File: config.mk
export PLATFORM = sky130hd
export DESIGN_NAME = vitlog_acs
export DESIGN_NICKNAME = d
export VERILOG_FILES = /design/src/hdl/vitlog_pkg.sv /design/src/hdl/vitlog_acs.sv
export SDC_FILE = /design/constraint.sdc
export NUM_CORES = 2
export LEC_CHECK = 0
export CAP_MARGIN = 20
export CORE_MARGIN = 1
export CORE_UTILIZATION = 32
export DETAILED_ROUTE_END_ITERATION = 8
export DONT_BUFFER_PORTS = 1
export GPL_ROUTABILITY_DRIVEN = 1
export PLACE_DENSITY = 0.46
export SYNTH_ARGS = -nofsm -noshare
export SYNTH_HDL_FRONTEND = slang
export SYNTH_SLANG_ARGS = --single-unit
File: constraint.sdc
create_clock -name clk -period 12.1 [get_ports clk]
set_input_delay 2.42 -clock clk [delete_from_list [all_inputs] [get_ports clk]]
set_output_delay 2.42 -clock clk [all_outputs]
set_load 0.02 [all_outputs]
File: src/hdl/vitlog_pkg.sv
// ----------------------------------------------------------------------------
// vitlog_pkg
// Shared types, codes and arithmetic helpers for the log-domain Viterbi unit.
// ----------------------------------------------------------------------------
`default_nettype none

package vitlog_pkg;

    localparam int MAX_STATES  = 16;
    localparam int MAX_SYMBOLS = 16;
    localparam int MAX_LEN     = 1024;

    localparam int ST_W    = $clog2(MAX_STATES);
    localparam int SYM_W   = $clog2(MAX_SYMBOLS);
    localparam int LEN_W   = $clog2(MAX_LEN);
    localparam int CNT_W   = 5;
    localparam int BP_AW   = LEN_W + ST_W;
    localparam int EMIT_AW = ST_W + SYM_W;

    localparam logic [2:0] FUNC_LOAD_TRANS = 3'd0;
    localparam logic [2:0] FUNC_LOAD_EMIT  = 3'd1;
    localparam logic [2:0] FUNC_LOAD_INIT  = 3'd2;
    localparam logic [2:0] FUNC_OBSERVE    = 3'd3;
    localparam logic [2:0] FUNC_TRACE      = 3'd4;

    localparam logic REG_NUM_STATES  = 1'b0;
    localparam logic REG_NUM_SYMBOLS = 1'b1;

    localparam logic KIND_TERM  = 1'b0;
    localparam logic KIND_TRACE = 1'b1;

    localparam logic signed [31:0] Q_MAX = 32'sh7fffffff;
    localparam logic signed [31:0] Q_MIN = 32'sh80000000;

    typedef logic signed [31:0] score_t;

    typedef struct packed {
        logic [2:0]         func;
        logic [3:0]         row_index;
        logic [3:0]         col_index;
        logic signed [31:0] log_score;
        logic [3:0]         symbol;
        logic               first_obs;
        logic               last_obs;
    } item_t;

    typedef struct packed {
        logic               kind;
        logic [3:0]         path_state;
        logic [9:0]         time_index;
        logic signed [31:0] best_score;
        logic               path_end;
    } result_t;

    typedef enum logic [2:0] {
        ST_IDLE,
        ST_ACS,
        ST_COPY,
        ST_SCAN,
        ST_TB_RD,
        ST_TB_OUT
    } state_t;

    typedef struct packed {
        logic               we_trans;
        logic               we_emit;
        logic               we_init;
        logic [ST_W-1:0]    row;
        logic [ST_W-1:0]    col;
        logic signed [31:0] data;
    } tbl_wr_t;

    typedef struct packed {
        logic               valid;
        logic [ST_W-1:0]    j;
        logic signed [31:0] score;
        logic [ST_W-1:0]    arg;
    } acs_res_t;

    function automatic score_t sat_add(input score_t a, input score_t b);
        logic signed [32:0] s;
        s = {a[31], a} + {b[31], b};
        if (s[32] != s[31])
            return s[32] ? Q_MIN : Q_MAX;
        return s[31:0];
    endfunction

    // 0 acts as 1, anything above hi acts as hi
    function automatic logic [CNT_W-1:0] clamp_count(input logic [CNT_W-1:0] v,
                                                     input logic [CNT_W-1:0] hi);
        if (v == '0)
            return CNT_W'(1);
        if (v > hi)
            return hi;
        return v;
    endfunction

endpackage

`default_nettype wire

File: src/hdl/vitlog_acs.sv
// ----------------------------------------------------------------------------
// vitlog_acs
// Add-compare-select pipeline: one destination state enters per cycle.
// Adds, two compare-tree stages, then the emission add.
// ----------------------------------------------------------------------------
`default_nettype none

module vitlog_acs (
    input  wire logic                                     clk,
    input  wire logic                                     rst_n,
    input  wire logic                                     issue,
    input  wire logic [vitlog_pkg::ST_W-1:0]              issue_j,
    input  wire logic                                     first,
    input  wire logic [vitlog_pkg::MAX_STATES-1:0]        lane_en,
    input  wire logic [vitlog_pkg::MAX_STATES-1:0][31:0]  score_prev,
    input  wire logic [vitlog_pkg::MAX_STATES-1:0][31:0]  trans_row,
    input  wire vitlog_pkg::score_t                       emit_q,
    input  wire vitlog_pkg::score_t                       init_q,
    output vitlog_pkg::acs_res_t                          res
);

    localparam int NS   = vitlog_pkg::MAX_STATES;
    localparam int STW  = vitlog_pkg::ST_W;
    localparam int L1N  = NS / 2;
    localparam int L2N  = NS / 4;
    localparam int L3N  = NS / 8;

    logic               v0_reg, v1_reg, v2_reg, v3_reg;
    logic [STW-1:0]     j0_reg, j1_reg, j2_reg, j3_reg;

    logic signed [31:0] cand_reg [NS];
    logic               cv_reg   [NS];
    vitlog_pkg::score_t emit1_reg, emit2_reg, emit3_reg;
    vitlog_pkg::score_t init1_reg, init2_reg, init3_reg;

    logic signed [31:0] l1_val [L1N];
    logic [STW-1:0]     l1_idx [L1N];
    logic               l1_v   [L1N];
    logic signed [31:0] l2_val [L2N];
    logic [STW-1:0]     l2_idx [L2N];
    logic               l2_v   [L2N];
    logic signed [31:0] l2_val_reg [L2N];
    logic [STW-1:0]     l2_idx_reg [L2N];
    logic               l2_v_reg   [L2N];
    logic signed [31:0] l3_val [L3N];
    logic [STW-1:0]     l3_idx [L3N];
    logic               l3_v   [L3N];
    logic signed [31:0] best;
    logic [STW-1:0]     best_idx;

    logic               res_valid_reg;
    logic [STW-1:0]     res_j_reg;
    vitlog_pkg::score_t res_score_reg;
    logic [STW-1:0]     res_arg_reg;

    // stage 1: source score plus transition, per lane
    always_ff @(posedge clk)
    begin
        for (int i = 0; i < NS; i++)
        begin
            cand_reg[i] <= vitlog_pkg::sat_add(score_prev[i], trans_row[i]);
            cv_reg[i]   <= lane_en[i];
        end
        emit1_reg <= emit_q;
        init1_reg <= init_q;
    end

    // lower index keeps ties: the higher one wins only when strictly greater
    always_comb
    begin
        for (int k = 0; k < L1N; k++)
        begin
            if (cv_reg[2*k+1] && (!cv_reg[2*k] || (cand_reg[2*k+1] > cand_reg[2*k])))
            begin
                l1_val[k] = cand_reg[2*k+1];
                l1_idx[k] = STW'(2*k+1);
                l1_v[k]   = 1'b1;
            end
            else
            begin
                l1_val[k] = cand_reg[2*k];
                l1_idx[k] = STW'(2*k);
                l1_v[k]   = cv_reg[2*k];
            end
        end
        for (int k = 0; k < L2N; k++)
        begin
            if (l1_v[2*k+1] && (!l1_v[2*k] || (l1_val[2*k+1] > l1_val[2*k])))
            begin
                l2_val[k] = l1_val[2*k+1];
                l2_idx[k] = l1_idx[2*k+1];
                l2_v[k]   = 1'b1;
            end
            else
            begin
                l2_val[k] = l1_val[2*k];
                l2_idx[k] = l1_idx[2*k];
                l2_v[k]   = l1_v[2*k];
            end
        end
    end

    always_ff @(posedge clk)
    begin
        for (int k = 0; k < L2N; k++)
        begin
            l2_val_reg[k] <= l2_val[k];
            l2_idx_reg[k] <= l2_idx[k];
            l2_v_reg[k]   <= l2_v[k];
        end
        emit2_reg <= emit1_reg;
        init2_reg <= init1_reg;
    end

    always_comb
    begin
        for (int k = 0; k < L3N; k++)
        begin
            if (l2_v_reg[2*k+1] && (!l2_v_reg[2*k] || (l2_val_reg[2*k+1] > l2_val_reg[2*k])))
            begin
                l3_val[k] = l2_val_reg[2*k+1];
                l3_idx[k] = l2_idx_reg[2*k+1];
                l3_v[k]   = 1'b1;
            end
            else
            begin
                l3_val[k] = l2_val_reg[2*k];
                l3_idx[k] = l2_idx_reg[2*k];
                l3_v[k]   = l2_v_reg[2*k];
            end
        end
        if (l3_v[1] && (!l3_v[0] || (l3_val[1] > l3_val[0])))
        begin
            best     = l3_val[1];
            best_idx = l3_idx[1];
        end
        else
        begin
            best     = l3_val[0];
            best_idx = l3_idx[0];
        end
    end

    logic signed [31:0] best3_reg;
    logic [STW-1:0]     arg3_reg;

    always_ff @(posedge clk)
    begin
        best3_reg     <= best;
        arg3_reg      <= best_idx;
        emit3_reg     <= emit2_reg;
        init3_reg     <= init2_reg;
        res_j_reg     <= j3_reg;
        res_score_reg <= vitlog_pkg::sat_add(first ? init3_reg : best3_reg, emit3_reg);
        res_arg_reg   <= first ? '0 : arg3_reg;
    end

    always_ff @(posedge clk or negedge rst_n)
    begin
        if (!rst_n)
        begin
            v0_reg        <= 1'b0;
            v1_reg        <= 1'b0;
            v2_reg        <= 1'b0;
            v3_reg        <= 1'b0;
            res_valid_reg <= 1'b0;
            j0_reg        <= '0;
            j1_reg        <= '0;
            j2_reg        <= '0;
            j3_reg        <= '0;
        end
        else
        begin
            v0_reg        <= issue;
            v1_reg        <= v0_reg;
            v2_reg        <= v1_reg;
            v3_reg        <= v2_reg;
            res_valid_reg <= v3_reg;
            j0_reg        <= issue_j;
            j1_reg        <= j0_reg;
            j2_reg        <= j1_reg;
            j3_reg        <= j2_reg;
        end
    end

    assign res = {res_valid_reg, res_j_reg, res_score_reg, res_arg_reg};

endmodule

`default_nettype wire

# Word-level counts from Yosys, hierarchy flattened
# Memories as Yosys holds them, arrays and structs flattened.
# Index checks and enable logic that the tools add are counted.
[totals]
reg_bits = 289
latchBits = 0
ramBits = 676
rom_bits = 0
in_bits = 1112
out_inout_bits = 41
wordCells = 232
mem_count = 5
[memory_table]
columns = ["memory", "words", "word_bits", "rd", "rd_clocked_by_memory_dff", "write_ports", "line", "rtl"]
rows = [
  ["cand_reg", 16, 32, 16, 0, 16, "vitlog_acs.sv:31", "logic signed [31:0] cand_reg [NS];"],
  ["l2_val_reg", 4, 32, 4, 0, 4, "vitlog_acs.sv:42", "logic signed [31:0] l2_val_reg [L2N];"],
  ["cv_reg", 16, 1, 16, 0, 16, "vitlog_acs.sv:32", "logic cv_reg [NS];"],
  ["l2_idx_reg", 4, 4, 4, 0, 4, "vitlog_acs.sv:43", "logic [STW-1:0] l2_idx_reg [L2N];"],
  ["l2_v_reg", 4, 1, 4, 0, 4, "vitlog_acs.sv:44", "logic l2_v_reg [L2N];"],
]
[classes]
n_addsub = 17
n_mul = 0
n_div = 0
magnitude_cmp = 15
n_eq_ne = 17
shifts = 0
mux = 113
bitwise = 0
reduce_logical = 45
[ops]
columns = ["operator", "count"]
rows = [
  ["32-bit 2-to-1 mux", 67],
  ["32-bit by 32-bit adder with 33-bit output", 17],
  ["32-bit greater-than comparator", 15],
  ["1-bit 2-to-1 mux", 39],
  ["4-bit 2-to-1 mux", 7],
  ["1-bit != test", 17],
  ["1-bit logical AND", 15],
  ["1-bit logical NOT", 15],
  ["1-bit logical OR", 15],
]

# Logic depth before layout (Yosys ltp)
# An unclocked memory read counts as a cell.
[depth]
ltp_word = 9
depth_mapped = 27
ltp_nobuf = 23

# Worst setup path after synthesis
# Ideal clock, no wire load.
[synth_timing]
path_kind = "in2reg"
from = "input port first"
to = "register res_score_reg[24]"
setup_time_ps = 135
arrival_ps = 5969
t_required_ps = 11965
slack_ps = 5996
stages = 15
path_cell_list = "clkbuf_1 > clkbuf_1 > mux2_2 > ha_1 > a21oi_1 > o21bai_1 > a21o_1 > a221oi_1 > o21bai_1 > or2_2 > a31oi_1 > xnor2_1 > nor2_1 > clkbuf_1 > o21ai_0"
[synth_via]
elab_chain_len = 5
elab_cells_between_ends = 7
cone_classes = "add/sub: 1; eq/ne: 1; mux: 5"
[synth_rtl]
columns = ["element", "line", "rtl"]
rows = [
  ["start, declared", "vitlog_acs.sv:13", "input wire logic first,"],
  ["32-bit 2-to-1 mux *", "vitlog_acs.sv:154", "res_score_reg <= vitlog_pkg::sat_add(first ? init3_reg : best3_reg, emit3_reg);"],
  ["32-bit by 32-bit adder with 33-bit output *", "vitlog_pkg.sv:82", "s = {a[31], a} + {b[31], b};"],
  ["32-bit 2-to-1 mux or 1-bit != test (tied branches)", "vitlog_pkg.sv:84, vitlog_pkg.sv:83", ""],
  ["32-bit 2-to-1 mux or 1-bit 2-to-1 mux (tied branches)", "vitlog_pkg.sv:83", "if (s[32] != s[31])"],
  ["32-bit 2-to-1 mux *", "vitlog_pkg.sv:85", "return s[31:0];"],
  ["end signal, assigned", "vitlog_acs.sv:154", ""],
  ["end, declared", "vitlog_acs.sv:53", "vitlog_pkg::score_t res_score_reg;"],
]
# Mark *: on every way between the ends. The rest lies on a longest branch, timed or not. The select of a mux whose other input is x is not followed.
# A chain may end at the register's enable or synchronous reset.

==> impl_metrics.yaml <==
finish:
  postLayoutCoreUtil: 0.358
  drive_above_1_share: 0.0508
  fin_nets: 9771
  area_growth_pct: 10.8
  largest_register_ffs: 512
  fill_cells: 21630
yosys:
  ys_types: 101
  ys_top_cells_by_area: "dfxtp_1 28%, ha_1 19%, mux2i_1 7.3%"
  synth_edf_count: 0
  yosysTopAreaCell: "dfxtp_1"
  async_reset_ff_frac: 0.0219
  syn_area_per_cell_sq_um: 8.86
  seq_area_frac_synth: 0.284
  synth_flop_cell: "dfxtp_1"
  synth_seq_cells: 957
  synth_top_area_share: 0.276
  syn_inst: 7664
  syn_area_sq_um: 67900
  synth.most_common_cell: "ha_1"
  synth_nets: 9817
  yosys-top-cells-count: "1024 x ha_1, 936 x dfxtp_1, 729 x a21oi_1, 675 x inv_1, 496 x mux2i_1"
  ys_warn_count: 0
placement:
  place.gp.congestion: 1.01
  io_buffer_count: 0
  dp_hpwl_um: 224000
pwr:
  power_density_nw_per_um2: 222
  vdd_drop_max_uv: 230
  leakage_nw: 36.1
  finalPower_mw: 16.7
worst_setup_path:
  cp-start-kind: "register"
  reg2reg_depth: 24
  worstReg2RegEnd: "l2_val_reg[2][22]$_DFF_P_"
  crit_path_end_kind: "register"
  r2r_slack_ns: 5.27
  r2r_start: "cand_reg[1][97]$_DFF_P_"
  cp.arrival_ns: 7.40
  cp.required_ns: 12.67
  critPathKind: "register to register"
  path_max_fanout: 31
timing:
  min_period_ns: 6.83
  fmax_ghz: 0.146
  rsz0062_at_grt: "no"
  hold_ws_ns: 0.313
  finalSetupViolCount: 0
  tightest_slew_ns: 1.03
  drv_slew: 0
  fin_crit_sh: 0.564
  timing.setup.tns_ns: 0
  max_slew_margin: 0.312
  finClkSkew_ns: 0.0466
  finalHoldViolCount: 0
detailed_routing:
  vias: 56232
  vias_per_cell: 5.31
  drcViolationCount: 0
  finalWirelength_um: 261000
  drt_first_pass_iters: 6
  detail-route-antenna-nets: 0
  drt-initial-drc-count: 3525
  wl_per_cell_um: 24.7
grt:
  first_global_vias: 54880
  grtUsageTotal: 0.232
  grt_max_degree: 37
  grt_overflow: 0
  antenna_found_initial: 121
  grt_pass1_wl_um: 371000
cts:
  cts_max_path_buffers: 3
  numCtsBuffers: 109
  clk_pin_slew_worst_paths_ns: 0.06
  cts_sinks: 957
  cts_root_buf: "clkbuf_16"
  cts_resized: 0
  htree_levels: 3
  post-cts-setup-buffers: 0
  cts_tree: "yes"
  cts_hold_buf: 0
  insertion_delay_ns: 0.74
outcome:
  status: "complete, no violations"
die:
  start_util: 0.323
  rows: 168
  die_area_sq_um: 214000
  core_area_sq_um: 210000
  fp.dieW_um: 463
  ios: 1153
  die_h_um: 463
hold_path:
  holdPathStages: 0
  min_path_type: "register to register"
  hp-start: "emit1_reg[29]$_DFF_P_"
  hold_path_end: "emit2_reg[29]$_DFF_P_"
job:
  maxCapViolCount: 0
## kinds of logic (layout without fill, tap and decap cells)
| kind of cell | after synthesis | in the layout | share of synthesized area |
|---|---|---|---|
| AND/OR/NAND/NOR | 1374 | 1374 | 0.103 |
| XOR/XNOR | 441 | 441 | 0.0569 |
| other | 0 | 65 | 0 |
| AO/OA/AOI/OAI | 2356 | 2356 | 0.221 |
| adder cells (fa/ha/maj) | 1131 | 1131 | 0.207 |
| buffers and inverters | 872 | 920 | 0.0497 |
| flip-flops | 957 | 957 | 0.284 |
| multiplexers | 533 | 533 | 0.0792 |
## power by group
group	total [mW]	switching (mW)	internal, mW
Clock	3.70	1.48	2.22
Sequential	4.97	0.852	4.11
Combinational	8.06	4.73	3.33
Total	16.7	7.06	9.66
## metal layers
metal,vias up,global-route usage,routed length [um]
met1,26521,0.290,114000
met5,-,0,259
met2,1568,0.398,124000
met3,371,0.0442,14600
li1,27734,-,-
met4,38,0.0769,8720
## how the worst max path moves through the flow
stage                       startpoint                         to  slack [ns]  cells after the start
2_1_floorplan                    first  res_score_reg[24]$_DFF_P_        6.00                     15
3_3_place_gp                     first  res_score_reg[29]$_DFF_P_        4.71                     12
3_5_place_dp                     first  res_score_reg[29]$_DFF_P_        4.63                     14
4_1_cts                          first  res_score_reg[29]$_DFF_P_        5.47                     14
5_1_grt        cand_reg[0][65]$_DFF_P_   l2_val_reg[0][7]$_DFF_P_        4.94                     25
6_report       cand_reg[1][97]$_DFF_P_  l2_val_reg[2][22]$_DFF_P_        5.27                     24
## cell usage in the layout (no fill, tap or decap), drive strengths merged, types with 23 or more instances in the layout
cell type / instances
o21a: 137
nor2: 328
a211oi: 79
o21ai: 509
nand3: 85
nand2b: 82
or2: 29
or3: 24
mux2: 37
a31oi: 40
inv: 685
dfxtp: 936
maj3: 90
nand2: 297
o21bai: 68
ha: 1024
clkbuf: 135
o211ai: 33
and4: 32
a211o: 23
mux2i: 496
a21oi: 732
nor3: 114
nor2b: 97
xnor2: 241
a21o: 490
diode: 65
buf: 40
and3: 51
nand4: 147
xor2: 200
o31ai: 36
clkinv: 29
## worst max-delay path, stage by stage, from the launching register on
cell and delay, ns:
dfxtp_1 0.50, ha_1 0.31, nor2b_1 0.13, o21a_1 0.16, o21a_1 0.17, o21ai_0 0.24
a211oi_1 0.11, o21ai_0 0.32, a311oi_1 0.19, nor3_2 0.19, buf_4 0.50, mux2i_1 0.54
inv_1 0.09, ha_1 0.30, nor2b_1 0.13, o21a_1 0.16, o21ai_0 0.17, a21oi_1 0.10
o31a_1 0.27, o21ai_0 0.26, a21o_1 0.16, a31oi_1 0.14, nor2_4 0.55, buf_4 0.42
mux2i_1 0.51
## final cells by class
cell class / count / area, sq um / share of cell area
flip-flops and latches: 957 / 19300 / 0.256
clock inverters: 70 / 1070 / 0.0142
diodes: 65 / 163 / 0.00216
repair buffers: 40 / 348 / 0.00462
inverters: 675 / 2530 / 0.0337
clock buffers: 135 / 2980 / 0.0396
multi-input cells: 5835 / 45400 / 0.603
well taps: 2805 / 3510 / 0.0466
## stage by stage
step           cells  cell area, sq um  worst slack, ns
6_report       10582             75300             5.27
5_1_grt        10553             75200             4.94
4_1_cts        10510             75000             5.47
3_5_place_dp   10305             71000             4.63
3_3_place_gp   10303             70900             4.71
2_1_floorplan   7664             67900             6.00
(Power assumes the default switching activity.)
